## config.mk

```make
export PLATFORM = sky130hd
export DESIGN_NAME = msgpack_data_chunk_parser_unit
export DESIGN_NICKNAME = d
export VERILOG_FILES = /design/src/sv/msgp_pkg.sv /design/src/sv/msgpack_data_chunk_parser_unit.sv /design/src/sv/msgp_result_fifo.sv /design/src/sv/msgp_parser.sv
export SDC_FILE = /design/constraint.sdc
export NUM_CORES = 1
export LEC_CHECK = 0
export ABC_CLOCK_PERIOD_IN_PS = 11000
export BUFFER_PORTS_ARGS = -buffer_cell sky130_fd_sc_hd__buf_2
export CAP_MARGIN = 20
export CORE_MARGIN = 5
export CORE_UTILIZATION = 55
export DETAILED_ROUTE_END_ITERATION = 10
export PLACE_DENSITY = 0.81
export SLEW_MARGIN = 20
export SYNTH_ARGS = -nofsm -noshare
export SYNTH_HDL_FRONTEND = slang
export SYNTH_SLANG_ARGS = --single-unit
```

## constraint.sdc

```tcl
create_clock -name clk -period 11 [get_ports clk]
set_input_delay 0 -clock clk [delete_from_list [all_inputs] [get_ports clk]]
set_output_delay 0 -clock clk [all_outputs]
set_load 0.02 [all_outputs]
```

## src/sv/msgp_pkg.sv

```systemverilog
`default_nettype none
// ----------------------------------------------------------------------------
// msgp_pkg
// Shared types and constants for the data-chunk message parser.
// ----------------------------------------------------------------------------
package msgp_pkg;

  typedef enum logic [1:0] {
    KIND_PAYLOAD = 2'd0,
    KIND_ACCEPT  = 2'd1,
    KIND_REJECT  = 2'd2
  } kind_t;

  // one input request as held in the input register
  typedef struct packed {
    logic [7:0] msg_byte;
    logic       byte_present;
    logic       message_end;
  } msgp_item_t;

  typedef struct packed {
    kind_t       result_kind;
    logic [7:0]  payload_byte;
    logic        payload_start;
    logic [31:0] sequence_out;
    logic [31:0] data_length_out;
    logic        transfer_done;
    logic        last_result;
  } msgp_result_t;

  typedef struct packed {
    logic room;      // at least two free slots
    logic nonempty;
  } msgp_fifo_stat_t;

  localparam int unsigned FIFO_DEPTH = 4;
  localparam int unsigned FIFO_AW    = 2;
  localparam int unsigned FIFO_LW    = 3;

  // MessagePack markers
  localparam logic [7:0] MK_FIXMAP  = 8'h80;
  localparam logic [7:0] MK_FIXSTR  = 8'ha0;
  localparam logic [7:0] MK_TRUE    = 8'hc3;
  localparam logic [7:0] MK_BIN8    = 8'hc4;
  localparam logic [7:0] MK_BIN16   = 8'hc5;
  localparam logic [7:0] MK_BIN32   = 8'hc6;
  localparam logic [7:0] MK_UINT8   = 8'hcc;
  localparam logic [7:0] MK_UINT16  = 8'hcd;
  localparam logic [7:0] MK_UINT32  = 8'hce;
  localparam logic [7:0] MK_STR8    = 8'hd9;

  localparam logic [7:0] NAME_DATA [4] = '{8'h64, 8'h61, 8'h74, 8'h61};
  localparam logic [7:0] NAME_DONE [4] = '{8'h64, 8'h6f, 8'h6e, 8'h65};

endpackage
`default_nettype wire

```

## src/sv/msgpack_data_chunk_parser_unit.sv

```systemverilog
`default_nettype none
// ----------------------------------------------------------------------------
// msgpack_data_chunk_parser_unit
// Streaming parser for MessagePack data-chunk messages, one byte per request.
// ----------------------------------------------------------------------------
// Takes one message byte per cycle while in_stall is low. Each request is
// registered in the input register, parsed once the result queue has room,
// and its results (a payload byte, an accept/reject report, or both) land in
// a four-entry result queue, whose head is shown on the out_ port.
// Results leave one per cycle while out_stall is low, so a request that ends
// a message while also carrying a payload byte yields two results in turn,
// and the input stalls while a request waits in the input register and fewer
// than two queue slots are free. Payload bytes sent before a reject are to be
// dropped by the consumer. LENGTH_WIDTH sets the widest bin length accepted.
module msgpack_data_chunk_parser_unit #(
  parameter int unsigned LENGTH_WIDTH = 32
) (
  input  logic        clk,
  input  logic        rst_n,
  input  logic        in_valid,
  output logic        in_stall,
  input  logic [7:0]  in_msg_byte,
  input  logic        in_byte_present,
  input  logic        in_message_end,
  output logic        out_valid,
  input  logic        out_stall,
  output logic [1:0]  out_result_kind,
  output logic [7:0]  out_payload_byte,
  output logic        out_payload_start,
  output logic [31:0] out_sequence_out,
  output logic [31:0] out_data_length_out,
  output logic        out_transfer_done,
  output logic        out_last_result
);
  import msgp_pkg::*;

  logic            stage_valid_r;
  msgp_item_t      stage_item_r;
  logic            fire;
  logic            pop;
  logic [1:0]      res_cnt;
  logic [1:0]      push_cnt;
  msgp_result_t    res0, res1, head;
  msgp_fifo_stat_t fifo_stat;

  assign fire     = stage_valid_r && fifo_stat.room;
  assign in_stall = stage_valid_r && !fifo_stat.room;
  assign push_cnt = fire ? res_cnt : 2'd0;

  always_ff @(posedge clk) begin
    if (!rst_n) begin
      stage_valid_r <= 1'b0;
    end else if (!in_stall) begin
      stage_valid_r <= in_valid;
    end
  end

  always_ff @(posedge clk) begin
    if (in_valid && !in_stall) begin
      stage_item_r.msg_byte     <= in_msg_byte;
      stage_item_r.byte_present <= in_byte_present;
      stage_item_r.message_end  <= in_message_end;
    end
  end

  msgp_parser #(
    .LENGTH_WIDTH(LENGTH_WIDTH)
  ) u_parser (
    .clk     (clk),
    .rst_n   (rst_n),
    .fire    (fire),
    .item    (stage_item_r),
    .res0    (res0),
    .res1    (res1),
    .res_cnt (res_cnt)
  );

  msgp_result_fifo u_fifo (
    .clk      (clk),
    .rst_n    (rst_n),
    .push_cnt (push_cnt),
    .push0    (res0),
    .push1    (res1),
    .pop      (pop),
    .head     (head),
    .stat     (fifo_stat)
  );

  assign out_valid           = fifo_stat.nonempty;
  assign pop                 = out_valid && !out_stall;
  assign out_result_kind     = head.result_kind;
  assign out_payload_byte    = head.payload_byte;
  assign out_payload_start   = head.payload_start;
  assign out_sequence_out    = head.sequence_out;
  assign out_data_length_out = head.data_length_out;
  assign out_transfer_done   = head.transfer_done;
  assign out_last_result     = head.last_result;

`ifndef NO_ASSERTIONS
  // two results from one request: payload byte first, then the report
  a_pair_order: assert property (@(posedge clk) disable iff (!rst_n)
    fire && res_cnt == 2'd2 |-> res0.result_kind == KIND_PAYLOAD &&
                                res1.result_kind != KIND_PAYLOAD)
    else $error("result pair out of order");

  // every message end produces a report
  a_end_reports: assert property (@(posedge clk) disable iff (!rst_n)
    fire && stage_item_r.message_end |-> res_cnt != 2'd0)
    else $error("message end without report");

  // a report is always the final result of its request
  a_report_last: assert property (@(posedge clk) disable iff (!rst_n)
    out_valid && out_result_kind != KIND_PAYLOAD |-> out_last_result)
    else $error("report not marked last");
`endif

endmodule
`default_nettype wire

```

## src/sv/msgp_result_fifo.sv

```systemverilog
`default_nettype none
// ----------------------------------------------------------------------------
// msgp_result_fifo
// Small result queue: takes up to two results a cycle, hands out one.
// ----------------------------------------------------------------------------
module msgp_result_fifo (
  input  logic                     clk,
  input  logic                     rst_n,
  input  logic [1:0]               push_cnt,
  input  msgp_pkg::msgp_result_t   push0,
  input  msgp_pkg::msgp_result_t   push1,
  input  logic                     pop,
  output msgp_pkg::msgp_result_t   head,
  output msgp_pkg::msgp_fifo_stat_t stat
);
  import msgp_pkg::*;

  msgp_result_t        mem_r [FIFO_DEPTH];
  logic [FIFO_AW-1:0]  wr_ptr_r, wr_ptr_nxt;
  logic [FIFO_AW-1:0]  rd_ptr_r, rd_ptr_nxt;
  logic [FIFO_LW-1:0]  level_r, level_nxt;
  logic [FIFO_AW-1:0]  wr_ptr_p1;

  assign wr_ptr_p1  = wr_ptr_r + FIFO_AW'(1);
  assign wr_ptr_nxt = wr_ptr_r + FIFO_AW'(push_cnt);
  assign rd_ptr_nxt = rd_ptr_r + FIFO_AW'(pop);
  assign level_nxt  = level_r + FIFO_LW'(push_cnt) - FIFO_LW'(pop);

  always_ff @(posedge clk) begin
    if (!rst_n) begin
      wr_ptr_r <= '0;
      rd_ptr_r <= '0;
      level_r  <= '0;
    end else begin
      wr_ptr_r <= wr_ptr_nxt;
      rd_ptr_r <= rd_ptr_nxt;
      level_r  <= level_nxt;
    end
  end

  always_ff @(posedge clk) begin
    if (push_cnt != 2'd0) begin
      mem_r[wr_ptr_r] <= push0;
    end
    if (push_cnt == 2'd2) begin
      mem_r[wr_ptr_p1] <= push1;
    end
  end

  assign head          = mem_r[rd_ptr_r];
  assign stat.nonempty = (level_r != '0);
  assign stat.room     = (level_r <= FIFO_LW'(FIFO_DEPTH - 2));

endmodule
`default_nettype wire

```

## src/sv/msgp_parser.sv

```systemverilog
`default_nettype none
// ----------------------------------------------------------------------------
// msgp_parser
// Parser state and per-byte next-state logic; builds up to two results.
// ----------------------------------------------------------------------------
module msgp_parser #(
  parameter int unsigned LENGTH_WIDTH = 32
) (
  input  logic                   clk,
  input  logic                   rst_n,
  input  logic                   fire,
  input  msgp_pkg::msgp_item_t   item,
  output msgp_pkg::msgp_result_t res0,
  output msgp_pkg::msgp_result_t res1,
  output logic [1:0]             res_cnt
);
  import msgp_pkg::*;

  typedef enum logic [3:0] {
    PH_MAP        = 4'd0,
    PH_KEY_HDR    = 4'd1,
    PH_KEY_BODY   = 4'd2,
    PH_DATA_MARK  = 4'd3,
    PH_DATA_LEN   = 4'd4,
    PH_DATA_BODY  = 4'd5,
    PH_DONE_VAL   = 4'd6,
    PH_SKIP_MARK  = 4'd7,
    PH_SKIP_BYTES = 4'd8,
    PH_STR8_LEN   = 4'd9,
    PH_TRAIL      = 4'd10,
    PH_FAULT      = 4'd11
  } phase_t;

  localparam int unsigned LW = LENGTH_WIDTH;

  phase_t          phase_r, phase_nxt;
  logic [3:0]      entries_r, entries_nxt;
  logic [4:0]      key_len_r, key_len_nxt;
  logic [4:0]      key_pos_r, key_pos_nxt;
  logic [1:0]      key_match_r, key_match_nxt;
  logic [LW-1:0]   bytes_left_r, bytes_left_nxt;
  logic [2:0]      len_bytes_r, len_bytes_nxt;
  logic [LW-1:0]   data_len_r, data_len_nxt;
  logic            done_seen_r, done_seen_nxt;
  logic [31:0]     seq_r, seq_nxt;

  logic [7:0]      b;
  logic [4:0]      key_pos_inc;
  logic [LW-1:0]   len_shift;
  logic [LW-1:0]   bytes_dec;
  logic            pay_v;
  logic            pay_start;
  logic            rep_ok;
  msgp_result_t    pay_res;
  msgp_result_t    rep_res;

  function automatic phase_t value_done(input logic [3:0] entries);
    return (entries == 4'd0) ? PH_TRAIL : PH_KEY_HDR;
  endfunction

  function automatic phase_t value_phase(input logic [1:0] km);
    if (km[0]) return PH_DATA_MARK;
    else if (km[1]) return PH_DONE_VAL;
    else return PH_SKIP_MARK;
  endfunction

  assign b           = item.msg_byte;
  assign key_pos_inc = key_pos_r + 5'd1;
  assign len_shift   = {bytes_left_r[LW-9:0], b};
  assign bytes_dec   = bytes_left_r - LW'(1);

  always_comb begin
    phase_nxt      = phase_r;
    entries_nxt    = entries_r;
    key_len_nxt    = key_len_r;
    key_pos_nxt    = key_pos_r;
    key_match_nxt  = key_match_r;
    bytes_left_nxt = bytes_left_r;
    len_bytes_nxt  = len_bytes_r;
    data_len_nxt   = data_len_r;
    done_seen_nxt  = done_seen_r;
    seq_nxt        = seq_r;
    pay_v          = 1'b0;
    pay_start      = 1'b0;

    if (item.byte_present) begin
      if (phase_r == PH_MAP) begin
        data_len_nxt  = '0;
        done_seen_nxt = 1'b0;
      end
      case (phase_r)
        PH_MAP: begin
          if ((b & 8'hf0) == MK_FIXMAP) begin
            entries_nxt = b[3:0];
            phase_nxt   = value_done(b[3:0]);
          end else begin
            phase_nxt = PH_FAULT;
          end
        end
        PH_KEY_HDR: begin
          if ((b & 8'he0) != MK_FIXSTR) begin
            phase_nxt = PH_FAULT;
          end else begin
            entries_nxt   = entries_r - 4'd1;
            key_len_nxt   = b[4:0];
            key_pos_nxt   = '0;
            key_match_nxt = (b[4:0] == 5'd4) ? 2'b11 : 2'b00;
            phase_nxt     = (b[4:0] == 5'd0) ? value_phase(2'b00) : PH_KEY_BODY;
          end
        end
        PH_KEY_BODY: begin
          if (key_pos_r < 5'd4) begin
            if (b != NAME_DATA[key_pos_r[1:0]]) key_match_nxt[0] = 1'b0;
            if (b != NAME_DONE[key_pos_r[1:0]]) key_match_nxt[1] = 1'b0;
          end
          key_pos_nxt = key_pos_inc;
          if (key_pos_inc >= key_len_r) phase_nxt = value_phase(key_match_nxt);
        end
        PH_DATA_MARK: begin
          bytes_left_nxt = '0;
          phase_nxt      = PH_DATA_LEN;
          case (b)
            MK_BIN8:  len_bytes_nxt = 3'd1;
            MK_BIN16: len_bytes_nxt = 3'd2;
            MK_BIN32: len_bytes_nxt = 3'd4;
            default:  phase_nxt     = PH_FAULT;
          endcase
        end
        PH_DATA_LEN: begin
          // length must still fit after shifting in another byte
          if (bytes_left_r[LW-1 -: 8] != 8'd0) begin
            phase_nxt = PH_FAULT;
          end else begin
            bytes_left_nxt = len_shift;
            len_bytes_nxt  = len_bytes_r - 3'd1;
            if (len_bytes_r == 3'd1) begin
              data_len_nxt = len_shift;
              phase_nxt    = (len_shift == '0) ? value_done(entries_r) : PH_DATA_BODY;
            end
          end
        end
        PH_DATA_BODY: begin
          pay_v          = 1'b1;
          pay_start      = (bytes_left_r == data_len_r);
          bytes_left_nxt = bytes_dec;
          if (bytes_dec == '0) phase_nxt = value_done(entries_r);
        end
        PH_DONE_VAL: begin
          done_seen_nxt = (b == MK_TRUE);
          phase_nxt     = value_done(entries_r);
        end
        PH_SKIP_MARK: begin
          if (b == MK_UINT8) begin
            bytes_left_nxt = LW'(1);
            phase_nxt      = PH_SKIP_BYTES;
          end else if (b == MK_UINT16) begin
            bytes_left_nxt = LW'(2);
            phase_nxt      = PH_SKIP_BYTES;
          end else if (b == MK_UINT32) begin
            bytes_left_nxt = LW'(4);
            phase_nxt      = PH_SKIP_BYTES;
          end else if ((b & 8'he0) == MK_FIXSTR) begin
            bytes_left_nxt = LW'(b[4:0]);
            phase_nxt      = (b[4:0] == 5'd0) ? value_done(entries_r) : PH_SKIP_BYTES;
          end else if (b == MK_STR8) begin
            phase_nxt = PH_STR8_LEN;
          end else begin
            phase_nxt = value_done(entries_r);
          end
        end
        PH_STR8_LEN: begin
          bytes_left_nxt = LW'(b);
          phase_nxt      = (b == 8'd0) ? value_done(entries_r) : PH_SKIP_BYTES;
        end
        PH_SKIP_BYTES: begin
          bytes_left_nxt = bytes_dec;
          if (bytes_dec == '0) phase_nxt = value_done(entries_r);
        end
        default: begin
        end
      endcase
    end

    // a skip still running on the final entry counts as complete
    rep_ok = (phase_nxt == PH_TRAIL) ||
             (phase_nxt == PH_SKIP_BYTES && entries_nxt == 4'd0);

    pay_res                 = '0;
    pay_res.result_kind     = KIND_PAYLOAD;
    pay_res.payload_byte    = b;
    pay_res.payload_start   = pay_start;
    pay_res.last_result     = !item.message_end;

    rep_res                 = '0;
    rep_res.result_kind     = rep_ok ? KIND_ACCEPT : KIND_REJECT;
    rep_res.sequence_out    = seq_r;
    rep_res.data_length_out = rep_ok ? 32'(data_len_nxt) : 32'd0;
    rep_res.transfer_done   = rep_ok && done_seen_nxt;
    rep_res.last_result     = 1'b1;

    if (item.message_end) begin
      seq_nxt        = (rep_ok && !done_seen_nxt) ? seq_r + 32'd1 : 32'd0;
      phase_nxt      = PH_MAP;
      entries_nxt    = '0;
      key_len_nxt    = '0;
      key_pos_nxt    = '0;
      key_match_nxt  = '0;
      bytes_left_nxt = '0;
      len_bytes_nxt  = '0;
      data_len_nxt   = '0;
      done_seen_nxt  = 1'b0;
    end
  end

  assign res0    = pay_v ? pay_res : rep_res;
  assign res1    = rep_res;
  assign res_cnt = 2'(pay_v) + 2'(item.message_end);

  always_ff @(posedge clk) begin
    if (!rst_n) begin
      phase_r      <= PH_MAP;
      entries_r    <= '0;
      key_len_r    <= '0;
      key_pos_r    <= '0;
      key_match_r  <= '0;
      bytes_left_r <= '0;
      len_bytes_r  <= '0;
      data_len_r   <= '0;
      done_seen_r  <= 1'b0;
      seq_r        <= '0;
    end else if (fire) begin
      phase_r      <= phase_nxt;
      entries_r    <= entries_nxt;
      key_len_r    <= key_len_nxt;
      key_pos_r    <= key_pos_nxt;
      key_match_r  <= key_match_nxt;
      bytes_left_r <= bytes_left_nxt;
      len_bytes_r  <= len_bytes_nxt;
      data_len_r   <= data_len_nxt;
      done_seen_r  <= done_seen_nxt;
      seq_r        <= seq_nxt;
    end
  end

endmodule
`default_nettype wire
```

# Word-level counts from Yosys, hierarchy flattened
# Memories as Yosys holds them, arrays and structs flattened. A register that Yosys moved wholly into a read port is not among the register bits.
# Cells that the tools add are included.
[totals] ram_bits=308 reg_bits=138 mem_count=1 out_inout_bits=79 in_bits=14
[memory_table] name="u_fifo.mem_r" depth=4 word_bits=77 read_ports=1 rd_ports_with_merged_regs=1 write_ports=2 line_no="msgp_result_fifo.sv:18" text="msgp_result_t mem_r [FIFO_DEPTH];"
[classes] order_cmp=4 reduce_logical=36 addsub=11 bitwise=1 muxes=89 eq_ne=33
[ops] op="32-bit two-way mux" n=15
[ops] op="32-bit one-hot mux with 5 select lines" n=1
[ops] op="4-bit two-way mux" n=24
[ops] op="77-bit two-way mux" n=1
[ops] op="8-bit equality test, second input constant" n=8
[ops] op="32-bit logical NOT" n=2
[ops] op="4-bit one-hot mux with 9 select lines" n=1
[ops] op="5-bit two-way mux" n=7
[ops] op="32-bit by 1-bit adder with 32-bit output, second input constant" n=1
[ops] op="8-bit binary-select mux with 2-bit select" n=2
[ops] op="32-bit equality test" n=1
[ops] op="8-bit two-way mux" n=4
[ops] op="32-bit by 1-bit subtractor with 32-bit output, second input constant" n=1
[ops] op="4-bit equality test, second input constant" n=5
[ops] op="2-bit two-way mux" n=10
[ops] op="4-bit by 3-bit equality test with 1-bit output, second input constant" n=4
[ops] op="4-bit logical NOT" n=4
[ops] op="8-bit != test" n=2
[ops] op="1-bit two-way mux" n=15
[ops] op="3-bit two-way mux" n=4
[ops] op="5-bit one-hot mux with 2 select lines" n=1
[ops] op="5-bit AND reduction" n=2
[ops] op="3-bit != test, second input constant" n=3
[ops] op="3-bit one-hot mux with 3 select lines" n=1
[ops] op="39 further kinds" n=55

# Longest topological paths before layout
[logic_depth] ltp_word=19 depth_mapped=16 ltp_nobuf=13

# By module
# A second synthesis with hierarchy kept.
[unflattened] cells_unflattened=1986 area_unflattened_um2=24417.2
[by_module_without_submodules] mod="msgp_result_fifo" n_inst=1 cells_per_inst=789 area_each_um2=15320.9
[by_module_without_submodules] mod="msgp_parser" n_inst=1 cells_per_inst=1179 area_each_um2=8723.4
[by_module_without_submodules] mod="msgpack_data_chunk_parser_unit" n_inst=1 cells_per_inst=18 area_each_um2=372.9

# Worst setup path before layout
# No wires, ideal clock.
[synth_timing] path_type="flip-flop to flip-flop" from="register u_parser.phase_r[0]" to="memory u_fifo.mem_r[3][10] in the netlist's numbering (enable)" slack_ns=6.540 stages_incl_launch_ff=15 synth_period_minus_slack_ns=4.460 t_arrival_ns=4.038 setup_ns=0.422 path_cell_list="dfxtp_1 > clkbuf_1 > clkbuf_1 > nor2b_1 > and3_1 > clkbuf_1 > buf_1 > ha_1 > clkbuf_1 > mux2_2 > nand2_1 > inv_1 > nand2_1 > clkbuf_1 > inv_1"
[synth_rtl] item="start, declared" line_no="msgp_parser.sv:36" text="phase_t phase_r, phase_nxt;"
[synth_rtl] item="start signal, assigned" line_no="msgp_parser.sv:232" text="phase_r <= phase_nxt;"
[synth_rtl] item="end, declared" line_no="msgp_result_fifo.sv:18"

==> summary.md <==
| Metric | Value |
|---|---|
| Port Buffers | 92 |
| Pre-antenna DRT Iters | 6 |
| Ports | 93 |
| Share of flip-flops with an asynchronous set or reset | 0 |
| Post-CTS setup buffers | 0 |
| Most frequent cells after synthesis | 315 x nor2_1, 278 x edfxtp_1, 168 x dfxtp_1, 138 x and2_1, 130 x clkbuf_1 |
| Fmax | 197 MHz |
| EDFF count, synth | 278 |
| Hold Crit Class | input pin to register |
| Fin crit period | 5.07 ns |
| Num CTS Buffers | 45 |
| Commonest register cell after synthesis | edfxtp_1 |
| Worst clock skew | between 0.02 and 0.03 ns |
| Die area | 0.0430 mm^2 |
| # fillers | 2928 |
| Main area contributors after synthesis | edfxtp_1 39%, dfxtp_1 16%, mux4_2 8.1%, nor2_1 5.5%, and2_1 4.0% |
| Synth Cell Area | 0.0214 mm^2 |
| Syn Inst Count | roughly 2000 |
| # setup viols final | 0 |
| CTS tree | yes |
| Hold_buf cts | 13 |
| Seq/Total Area, Yosys | 0.546 |
| Area share of the largest cell type after synthesis | 0.389 |
| Final total power | a little over 0.004 W |
| CP required | 11.38 ns |
| Synthesized net count | 2012 |
| CTS resizes | 0 |
| Unrepaired setup endpoints after global routing | false |
| Die Ht | about 210 um |
| Initial antenna violation count | 0 |
| Area Growth Syn to Fin | 11.0% |
| Synth warnings | 0 |
| Met2 Use GR | 0.423 |
| H-Tree Level Count | 2 |
| Global-route wire length before repair | 88100 um |
| Worst skew pair latency | ~0.58 ns |
| Crit Path Category | register to register |
| Post-route setup TNS | 0 ns |
| Global-route usage over all layers | 0.252 |
| Clk slew on worst S/H paths | 0.06 ns |
| Leak | 8.05 nW |
| Final hold violations | 0 |
| CP peak stage delay | between 0.8 and 0.9 ns |
| Diode count | 0 |
| Met3 usage | 0.0419 |
| CP Capture Type | register |
| Layout cells sized above 1 | 0.147 |
| Routed WL | 55300 um |
| Synth unique cells | 82 |
| Vias | 15955 |
| GP Congestion | 0.954 |
| Max FO, Critical Path | 34 |
| CP max stage cell | nand3_2 |
| Clk sink count | 446 |
| Via density | 6.26 |
| Avg Synthesized Cell Area | between 10 and 15 um^2 |
| Routed length per instance | 21.7 um |
| Final critical-path share of the clock period | 0.461 |
| Largest net degree at the start of global routing | 89 |
| Row cnt | 72 |
| Final nets | 2030 |
| CP startpoint kind | register |
| CTS Buffer Depth | 3 |
| Largest area contributor in the netlist | edfxtp_1 |
| Slew at the pin closest to its max-slew limit | between 1 and 1.5 ns |
| Max-capacitance violation count | 0 |
| GR met1 Demand/Resource | 0.336 |
| Die span in x | 207 um |
| Vias in the first global route | between 15000 and 20000 |
| Cell Chain, Critical Path | nor2b_1 > and3_1 > ha_1 > nor3b_1 > o21ai_0 > a21oi_4 > nand3_2 > nor2_1 |
| Most common cell in the synthesized netlist | nor2_1 |
| DRT iter0 DRCs | 1672 |
| Starting density of the core | 0.555 |
| Final antenna-violating net count | 0 |
| DP Area | roughly 0.022 mm^2 |
| Root buffer cell | clkbuf_16 |
| Final global-route overflow total | 0 |
| Post-DP HPWL | around 34000 um |
| Core box area | 0.0386 mm^2 |
| Status | complete, no violations |
| WP data arrival | 5.45 ns |
| Worst VDD drop | roughly 110 uV |
| Fin area | 0.0238 mm^2 |
| Gr busiest metal | met2 |
| Slew HR | 0.271 |
| Yosys reg bits | 446 |
| PwrDens | 175 mW/mm^2 |
| Residual DRC | 0 |
| Max Transition Viols Final | 0 |
-- path summary, 6_finish.rpt --
path	start	end	slack, ns	cells after the start
min reg2reg	u_fifo.mem_r[1][73]	u_fifo.mem_r[1][73]	0.45	2
min	in_msg_byte[3]	stage_item_r[5]	0.13	2
max	u_parser.phase_r[2]	u_fifo.mem_r[0][19]	5.93	8
max reg2reg	u_parser.phase_r[2]	u_fifo.mem_r[0][19]	5.93	8
-- cells by family after synthesis --
logic type               Yosys count  synth area share
AND/OR/NAND/NOR                  822             0.190
AO/OA/AOI/OAI                    319            0.0949
flip-flops                       446             0.546
buffers and inverters            194            0.0357
XOR/XNOR                          95            0.0388
adder cells (fa/ha/maj)           22            0.0132
multiplexers                      78            0.0814
-- metrics by stage --
stage	setup slack [ns]	cells	hold WS [ns]	util
global placement	6.22	2451	0.176	0.573
CTS	6.02	2548	0.105	0.615
detailed placement	6.10	2451	0.178	0.573
global route	5.61	2549	0.127	0.616
floorplan	6.54	1976	0.0989	-
finish	5.93	2549	0.125	0.616
-- report_power, final --
part           total [W]  internal (W)  switching, W  leakage, nW
clock network    0.00155      0.000906      0.000645        0.728
registers        0.00186       0.00180     0.0000580         3.97
logic           0.000746      0.000303      0.000443         3.35
-- placed cells by master, fill, tap and decap left out, types with 10 or more instances in the layout --
cell and n:
inv_1 34, clkbuf_16 46, nand4_1 19, nand3_1 33, buf_4 20, dfxtp_1 166, xnor2_1 50, a22oi_1 62
nand2_1 129, nor2_1 313, and3_1 16, xor2_1 45, nor2b_1 10, ha_1 21, and2_1 138, mux4_2 77
clkbuf_1 12, or3_1 13, edfxtp_1 278, o21ai_0 66, dlygate4sd3_1 13, nor4_1 27, nor3_1 47, buf_2 92
a21oi_1 99
-- worst max-delay path, delay by kind of cell, from the launching register on --
family          cells  cell delay, ns
flops               1            0.78
fa+ha+maj           1            0.47
simple gates        5            2.61
compound gates      2            0.97
-- sequential cells by signal, indices dropped and copies added (netlist names) --
signal                 cells
u_fifo.mem_r             308
u_parser.bytes_left_r     32
u_parser.data_len_r       32
u_parser.seq_r            32
stage_item_r              10
u_parser.key_len_r         5
u_parser.key_pos_r         5
u_parser.entries_r         4
u_parser.phase_r           4
u_fifo.level_r             3
u_parser.len_bytes_r       3
u_fifo.rd_ptr_r            2
u_fifo.wr_ptr_r            2
u_parser.key_match_r       2
stage_valid_r              1
u_parser.done_seen_r       1
-- per-layer routing --
| metal | vias up | routed length [um] |
|---|---|---|
| met4 | 0 | 1730 |
| met2 | 785 | 27400 |
| met5 | - | 0 |
| met3 | 129 | 4600 |
| met1 | 7845 | 21500 |
| li1 | 7196 | - |
-- cell type report --
type                            instances  area [um^2]  share of cell area
Inverter                               39          148             0.00620
Clock inverter                         24          267              0.0112
Clock buffer                           60         1220              0.0514
Timing Repair Buffer                  126          768              0.0323
Sequential cell                       446        11700               0.492
Tap cell                              518          648              0.0272
Multi-Input combinational cell       1336         9030               0.379
(Power assumes the default switching activity.)
